===== config.mk =====
export PLATFORM = sky130hd
export DESIGN_NAME = ordered_list_store_unit
export DESIGN_NICKNAME = d
export VERILOG_FILES = /design/src/rtl/core/olsu_pkg.sv /design/src/rtl/core/olsu_cell.sv /design/src/rtl/core/ordered_list_store_unit.sv
export SDC_FILE = /design/constraint.sdc
export NUM_CORES = 2
export LEC_CHECK = 0
export BUFFER_PORTS_ARGS = -buffer_cell sky130_fd_sc_hd__clkbuf_2
export CORE_MARGIN = 10
export CORE_UTILIZATION = 48
export CTS_CLUSTER_DIAMETER = 120
export DETAILED_ROUTE_END_ITERATION = 12
export PLACE_DENSITY = 0.78
export RECOVER_POWER = 100
export SYNTH_ARGS = -nofsm -noshare
export SYNTH_HDL_FRONTEND = slang
export SYNTH_SLANG_ARGS = --single-unit

===== constraint.sdc =====
create_clock -name clk -period 5.73 [get_ports clk]
set_input_delay 0.2865 -clock clk [delete_from_list [all_inputs] [get_ports clk]]
set_output_delay 0.2865 -clock clk [all_outputs]
set_load 0.02 [all_outputs]

===== src/rtl/core/olsu_pkg.sv =====
// ----------------------------------------------------------------------------
// olsu_pkg
// shared types, codes and sizes of the ordered list store
// ----------------------------------------------------------------------------
package olsu_pkg;

	localparam int DEPTH    = 16;
	localparam int MAX_EMIT = 16;
	localparam int EMIT_N   = (DEPTH < MAX_EMIT) ? DEPTH : MAX_EMIT;
	localparam int FILL_W   = $clog2(DEPTH + 1);
	localparam int IDX_W    = $clog2(DEPTH);
	localparam int VAL_W    = 32;
	localparam int POS_W    = 8;
	localparam int ENTRY_W  = 5;

	typedef enum logic [2:0] {
		OP_FRONT      = 3'd0,
		OP_BACK       = 3'd1,
		OP_POP_FRONT  = 3'd2,
		OP_POP_BACK   = 3'd3,
		OP_SORTED     = 3'd4,
		OP_AT_POS     = 3'd5,
		OP_READ_FWD   = 3'd6,
		OP_READ_BACK  = 3'd7
	} op_t;

	typedef enum logic [1:0] {
		STAT_OK    = 2'd0,
		STAT_FULL  = 2'd1,
		STAT_EMPTY = 2'd2
	} status_t;

	// broadcast to every cell of the chain
	typedef struct packed {
		logic                    insert;
		logic                    sorted;
		logic                    shift;
		logic signed [VAL_W-1:0] value;
		logic [FILL_W-1:0]       ins_pos;
		logic [FILL_W-1:0]       fill;
	} cell_cmd_t;

endpackage


===== src/rtl/core/olsu_cell.sv =====
// ----------------------------------------------------------------------------
// olsu_cell
// one slot of the list: holds a value, shifts toward either neighbor or loads
// ----------------------------------------------------------------------------
module olsu_cell (
	input  logic                              clk,
	input  olsu_pkg::cell_cmd_t               cmd,
	input  logic [olsu_pkg::IDX_W-1:0]        my_idx,
	input  logic                              first,
	input  logic                              before_in,
	output logic                              before_out,
	input  logic signed [olsu_pkg::VAL_W-1:0] left_in,
	input  logic signed [olsu_pkg::VAL_W-1:0] right_in,
	output logic signed [olsu_pkg::VAL_W-1:0] slot
);
	import olsu_pkg::*;

	logic signed [VAL_W-1:0] slot_q;
	logic                    valid;
	logic                    sorted_before;
	logic                    pos_before;
	logic                    stay;

	always_comb begin
		valid      = FILL_W'(my_idx) < cmd.fill;
		// head: stays ahead unless the new value is smaller
		// others: stay ahead while smaller than the new value
		if (first) begin
			sorted_before = valid && !(cmd.value < slot_q);
		end else begin
			sorted_before = before_in && valid && (slot_q < cmd.value);
		end
		pos_before = FILL_W'(my_idx) < cmd.ins_pos;
		stay       = cmd.sorted ? sorted_before : pos_before;
	end

	assign before_out = stay;
	assign slot       = slot_q;

	always_ff @(posedge clk) begin
		if (cmd.insert) begin
			if (!stay) begin
				slot_q <= before_in ? cmd.value : left_in;
			end
		end else if (cmd.shift) begin
			slot_q <= right_in;
		end
	end

endmodule


===== src/rtl/core/ordered_list_store_unit.sv =====
// ----------------------------------------------------------------------------
// ordered_list_store_unit
// bounded ordered list of signed values kept in a chain of shifting cells
// ----------------------------------------------------------------------------
// channel  dir  handshake                     contents
// s_axis   in   s_axis_tvalid/s_axis_tready   op in tuser, value and position
// m_axis   out  m_axis_tvalid/m_axis_tready   status in tuser, item/entries, tlast
//
// inserts and removes update the cells in parallel: each cell holds, shifts or loads
// a read sends up to 16 entries, one entry per cycle while the output is not held off
// no new item is taken while a read is sending entries
// a result waiting in the output register holds off input until it is taken;
// a new item can enter in the same cycle the waiting result is taken
// arst_n clears the entry count and handshake state; slot contents are not reset
// ----------------------------------------------------------------------------
module ordered_list_store_unit (
	input  logic        clk,
	input  logic        arst_n,
	input  logic        s_axis_tvalid,
	output logic        s_axis_tready,
	input  logic [39:0] s_axis_tdata,   // value[31:0], position[39:32]
	input  logic [2:0]  s_axis_tuser,   // op[2:0]
	output logic        m_axis_tvalid,
	input  logic        m_axis_tready,
	output logic [39:0] m_axis_tdata,   // item[31:0], entries[36:32], zero[39:37]
	output logic [1:0]  m_axis_tuser,   // status[1:0]
	output logic        m_axis_tlast
);
	import olsu_pkg::*;

	typedef enum logic [1:0] {
		ST_IDLE = 2'b01,
		ST_READ = 2'b10
	} state_t;

	state_t                  state_q;
	logic [FILL_W-1:0]       fill_q;
	logic [FILL_W-1:0]       fill_d;
	logic [IDX_W-1:0]        cnt_q;
	logic [FILL_W-1:0]       num_q;
	logic                    rd_fwd_q;

	logic                    out_valid_q;
	status_t                 out_status_q;
	logic signed [VAL_W-1:0] out_item_q;
	logic [ENTRY_W-1:0]      out_entries_q;
	logic                    out_last_q;

	op_t                     op;
	logic signed [VAL_W-1:0] in_value;
	logic [POS_W-1:0]        in_pos;
	logic                    load_ok;
	logic                    acc;
	logic                    is_ins;
	logic                    is_pop;
	logic                    is_read;
	logic                    full;
	logic                    empty;
	logic                    rd_load;
	logic                    rd_last;
	logic [IDX_W-1:0]        rd_idx;
	cell_cmd_t               cmd;

	logic signed [VAL_W-1:0] slots [DEPTH];
	logic [DEPTH:0]          before_chain;

	assign op       = op_t'(s_axis_tuser);
	assign in_value = s_axis_tdata[31:0];
	assign in_pos   = s_axis_tdata[39:32];

	assign load_ok       = !out_valid_q || m_axis_tready;
	assign s_axis_tready = (state_q == ST_IDLE) && load_ok;
	assign acc           = s_axis_tvalid && s_axis_tready;

	always_comb begin
		is_ins  = (op == OP_FRONT) || (op == OP_BACK) || (op == OP_SORTED) ||
		          (op == OP_AT_POS);
		is_pop  = (op == OP_POP_FRONT) || (op == OP_POP_BACK);
		is_read = (op == OP_READ_FWD) || (op == OP_READ_BACK);
		full    = fill_q == FILL_W'(DEPTH);
		empty   = fill_q == '0;

		cmd.insert = acc && is_ins && !full;
		cmd.sorted = op == OP_SORTED;
		cmd.shift  = acc && (op == OP_POP_FRONT) && !empty;
		cmd.value  = in_value;
		cmd.fill   = fill_q;
		case (op)
			OP_BACK:   cmd.ins_pos = fill_q;
			OP_AT_POS: cmd.ins_pos = (in_pos < POS_W'(fill_q)) ? FILL_W'(in_pos) : fill_q;
			default:   cmd.ins_pos = '0;
		endcase

		fill_d = fill_q;
		if (cmd.insert) begin
			fill_d = fill_q + FILL_W'(1);
		end else if (acc && is_pop && !empty) begin
			fill_d = fill_q - FILL_W'(1);
		end

		rd_load = (state_q == ST_READ) && load_ok;
		rd_last = (FILL_W'(cnt_q) + FILL_W'(1)) == num_q;
		rd_idx  = rd_fwd_q ? cnt_q : IDX_W'(fill_q - FILL_W'(1) - FILL_W'(cnt_q));
	end

	// chain of cells
	assign before_chain[0] = 1'b1;

	for (genvar g = 0; g < DEPTH; g++) begin : g_cell
		logic signed [VAL_W-1:0] left_v;
		logic signed [VAL_W-1:0] right_v;

		if (g == 0) begin : g_left_end
			assign left_v = '0;
		end else begin : g_left
			assign left_v = slots[g-1];
		end
		if (g == DEPTH - 1) begin : g_right_end
			assign right_v = '0;
		end else begin : g_right
			assign right_v = slots[g+1];
		end

		olsu_cell u_cell (
			.clk        (clk),
			.cmd        (cmd),
			.my_idx     (IDX_W'(g)),
			.first      (g == 0),
			.before_in  (before_chain[g]),
			.before_out (before_chain[g+1]),
			.left_in    (left_v),
			.right_in   (right_v),
			.slot       (slots[g])
		);
	end

	// control
	always_ff @(posedge clk or negedge arst_n) begin
		if (!arst_n) begin
			state_q     <= ST_IDLE;
			fill_q      <= '0;
			cnt_q       <= '0;
			num_q       <= '0;
			rd_fwd_q    <= 1'b0;
			out_valid_q <= 1'b0;
		end else begin
			fill_q <= fill_d;
			if ((acc && !(is_read && !empty)) || rd_load) begin
				out_valid_q <= 1'b1;
			end else if (m_axis_tready) begin
				out_valid_q <= 1'b0;
			end
			unique case (state_q)
				ST_IDLE: begin
					if (acc && is_read && !empty) begin
						state_q  <= ST_READ;
						cnt_q    <= '0;
						num_q    <= (fill_q < FILL_W'(EMIT_N)) ? fill_q : FILL_W'(EMIT_N);
						rd_fwd_q <= op == OP_READ_FWD;
					end
				end
				ST_READ: begin
					if (rd_load) begin
						cnt_q <= cnt_q + IDX_W'(1);
						if (rd_last) begin
							state_q <= ST_IDLE;
						end
					end
				end
				default: state_q <= ST_IDLE;
			endcase
		end
	end

	// output payload
	always_ff @(posedge clk) begin
		if (acc) begin
			out_item_q    <= '0;
			out_entries_q <= ENTRY_W'(fill_d);
			out_last_q    <= 1'b1;
			if (is_ins && full) begin
				out_status_q <= STAT_FULL;
			end else if ((is_pop || is_read) && empty) begin
				out_status_q <= STAT_EMPTY;
			end else begin
				out_status_q <= STAT_OK;
			end
		end else if (rd_load) begin
			out_item_q    <= slots[rd_idx];
			out_entries_q <= ENTRY_W'(fill_q);
			out_last_q    <= rd_last;
			out_status_q  <= STAT_OK;
		end
	end

	assign m_axis_tvalid = out_valid_q;
	assign m_axis_tdata  = {3'b000, out_entries_q, out_item_q};
	assign m_axis_tuser  = out_status_q;
	assign m_axis_tlast  = out_last_q;

	// checks
	a_fill_bound: assert property (@(posedge clk) disable iff (!arst_n)
		fill_q <= FILL_W'(DEPTH))
		else $error("entry count above depth");

	a_no_take_in_read: assert property (@(posedge clk) disable iff (!arst_n)
		(state_q == ST_READ) |-> !s_axis_tready)
		else $error("item taken during read");

	a_full_drop: assert property (@(posedge clk) disable iff (!arst_n)
		(acc && is_ins && full) |=> (fill_q == FILL_W'(DEPTH)))
		else $error("insert into full list changed count");

	a_insert_grows: assert property (@(posedge clk) disable iff (!arst_n)
		cmd.insert |=> (fill_q == $past(fill_q) + FILL_W'(1)))
		else $error("insert did not add one entry");

	a_read_ends_last: assert property (@(posedge clk) disable iff (!arst_n)
		(rd_load && rd_last) |=> (m_axis_tvalid && m_axis_tlast && state_q == ST_IDLE))
		else $error("read ended without final item");

endmodule

==> impl_metrics.json <==
{
  "status": "complete, but fails checks",
  "violations": "max-capacitance violations, max-slew violations",
  "synth-compound-area-share_pct": 16.53,
  "syn_area_sq_um": 44620,
  "rsz0062_at_grt": "false",
  "crit_type": "reg -> reg",
  "synth.avg_cell_area_sq_um": 10.01,
  "p_leak_nw": 20.17,
  "clkSinkCount": 570,
  "post-dp-hpwl_um": 127200,
  "grt_first_pass_wirelength_um": 260900,
  "core_region_area_sq_um": 91940,
  "drc": 0,
  "synth_top_family_by_area": "compound AO/OA/AOI/OAI gates",
  "placementRows": 111,
  "clk_latency_ns": 0.65,
  "slew_violations": 164,
  "grt-ovfl-total": 0,
  "synth_xor_area_share_pct": 0.3534,
  "cts_buffers": 66,
  "grt_use_total_pct": 32.57,
  "grt_max_degree": 187,
  "cts_tree": "built",
  "r2r_end": "g_cell[11].u_cell.slot[8]",
  "slowest_stage": "o41ai_4",
  "post_dp_cell_area_sq_um": 47770,
  "drtPass1Iterations": 8,
  "maxSlewHeadroom_pct": -101.8,
  "tightest_slew_ns": 3.027,
  "start_kind": "flop",
  "ioPinCount": 92,
  "rrSetupSlack_ns": 0.42,
  "syn-instance-count": 4459,
  "ant_nets": 0,
  "clock.fmax_mhz": 188.3,
  "ys.flop_type": "edfxtp_1",
  "fp.dieH_um": 324.9,
  "seqPwrFrac_pct": 26.5,
  "yosysWarnings": 0,
  "hold_buffers": 1,
  "clkPwrFrac_pct": 20.3,
  "first_global_vias": 38500,
  "stdcell_area_sq_um": 49600,
  "critPathRequiredTime_ns": 6.09,
  "finalWirelength_um": 178800,
  "max_cap_violations": 3,
  "synth_cell_type_count": 94,
  "cts_root_buf": "clkbuf_16",
  "synth_simple_gate_area_share_pct": 12.38,
  "power_density_nw_per_um2": 445.7,
  "cpLargestDelayFamily": "compound AO/OA/AOI/OAI gates",
  "arrival_ns": 5.67,
  "final-hold-violation-count": 0,
  "period_share_pct": 92.70,
  "crit_cells": 13,
  "tns_ns": 0,
  "cp_num_buf_inv": 2,
  "portBuffers": 88,
  "p_comb_share_pct": 53.2,
  "start_util_pct": 48.53,
  "critical_path.max_stage_delay_ns": 0.70,
  "area_delta_synth_final_pct": 11.18,
  "dieArea_sq_um": 105500,
  "cp-endpoint": "g_cell[11].u_cell.slot[8]",
  "synth_seq_cells": 570,
  "regToRegStartpoint": "fill_q[2]",
  "crit_fanout": 12,
  "startpoint": "fill_q[2]",
  "hold_path_startpoint": "m_axis_tready",
  "crit_path_end_kind": "flop",
  "fin_nets": 5071,
  "layout_commonest_cell": "nand2_1",
  "path_clk_slew_ns": 0.06,
  "synth_seq_area_share_pct": 37.42,
  "min_period_ns": 5.312,
  "synth_mux_area_share_pct": 15.33,
  "layout_common_cells": "656 x nand2_1, 519 x edfxtp_1, 507 x ha_1, 479 x o21ai_0, 357 x mux2i_1",
  "r2r_cells": 13,
  "min_path_type": "in -> reg",
  "gp_congestion": 1.038,
  "switching_share_pct": 44.53,
  "path_cells": "clkinv_1 -> ha_1 -> a2111oi_0 -> or3_1 -> nand3_1 -> a21oi_1 -> o2bb2ai_1 -> o31a_1 -> a21oi_4 -> o41ai_4 -> clkbuf_2 -> mux2i_1 -> o21ai_1",
  "htreeDepth": 3,
  "peakVddDrop_v": 0.0007747,
  "synth_fa_ha_area_share_pct": 14.26,
  "final.setup_skew_ns": 0.03283,
  "netSwitchingPower_mw": 9.844,
  "drt_iter0_drc": 7068,
  "synth-edff-count": 519,
  "cts_max_path_buffers": 3,
  "p_int_mw": 12.26,
  "setup_viol": 0,
  "vias": 40700,
  "layout-drive-gt1-share_pct": 11.88,
  "antenna_found_initial": 14,
  "cts.repair.resized": 0,
  "wl_per_cell_um": 30.77,
  "async_flop_share_pct": 3.158,
  "dieWidth_um": 324.9,
  "cts_setup_buffers": 0,
  "via_per_inst": 7.006
}
-- cell type report --
type	count	area, sq um
Fill cell	7950	42340
Clock buffer	82	1848
Inverter	87	326.6
Multi-Input combinational cell	3490	26440
Clock inverter	34	346.6
Timing Repair Buffer	301	2389
Tap cell	1243	1555
Sequential cell	570	16700
Antenna cell	2	5.005
-- flip-flops by register name, indices dropped and copies added, names as in the netlist, 2 cells and up --
register	flops
m_axis_tuser	2
g_cell.u_cell.slot	512
state_q	2
num_q	5
cnt_q	4
out_entries_q	5
fill_q	5
out_item_q	32
-- synthesized netlist by cell type (all sizes together) (7+ instances only) --
cell,number,area [sq um]
nand2,658,2470
edfxtp,519,15580
ha,507,6344
o21ai,497,2491
mux2i,357,3573
a21oi,217,1090
nor2,198,745.7
clkbuf,189,709.4
nand3,150,755.7
mux4,128,2883
buf,125,621.8
o211ai,90,675.7
inv,86,322.8
nand4,69,431.7
a21o,67,503.0
nor3,60,300.3
a211oi,58,440.4
o31ai,43,327.8
a31oi,41,256.5
o221ai,36,315.3
mux2,34,382.9
dfxtp,33,660.6
nand2b,33,206.5
a311oi,31,271.5
nor2b,25,156.4
o21a,23,172.7
dfrtp,17,425.4
a221oi,14,122.6
xnor2,12,105.1
and4,11,100.1
a2111oi,10,112.6
a211o,9,78.83
nand4b,7,61.31
o2111ai,7,61.31
or4,7,56.30
-- per-layer routing --
metal	track usage, %	vias up	part of all wire (%)
li1	-	17200	-
met1	42.90	19180	36
met2	45.63	3600	40
met3	10.96	696	16
met4	19.87	18	7.4
met5	0	-	0.060
-- through the flow --
stage | hold WS [ns] | cells | worst slack (ns) | total power [mW] | util, %
2_1_floorplan | -0.009091 | 4461 | 0.5540 | 12.69 | -
3_3_place_gp | 0.2595 | 5690 | 0.6723 | 16.95 | 51.96
3_5_place_dp | 0.2637 | 5690 | 0.6173 | 17.18 | 51.96
4_1_cts | 0.03708 | 5807 | 0.8670 | 21.59 | 54.36
5_1_grt | 0.06966 | 5807 | 0.2375 | 22.67 | 53.95
6_report | 0.04626 | 5809 | 0.4183 | 22.11 | 53.95
-- how the worst min path moves through the flow --
stage / end / depth (start not counted)
after floorplan: cnt_q[0] / 0
after global placement: state_q[1] / 1
after detailed placement: state_q[1] / 1
after CTS: m_axis_tvalid / 4
after global routing: rd_fwd_q / 2
final: m_axis_tvalid / 4
-- power groups by stage --
stage,sequential [mW],combinational [mW],clock (mW)
after floorplan,5.67,7.02,0
after global placement,5.90,11.1,0
after detailed placement,5.90,11.3,0
after CTS,5.82,11.3,4.46
after global routing,5.89,12.2,4.62
final,5.86,11.8,4.49
-- logic make-up (layout without fill, tap and decap cells) --
group	Yosys count	in the layout
AO/OA/AOI/OAI	1190	1190
XOR/XNOR	18	18
adder cells (fa/ha/maj)	508	508
buffers and inverters	401	504
flip-flops	570	570
multiplexers	519	519
other	1	5
AND/OR/NAND/NOR	1252	1252
-- tightest hold or removal path, cell delays in order --
cell and delay [ns]:
clkbuf_2 0.08, nor2b_1 0.06, nor2b_1 0.11, o21ai_0 0.08
(Power assumes the default switching activity.)
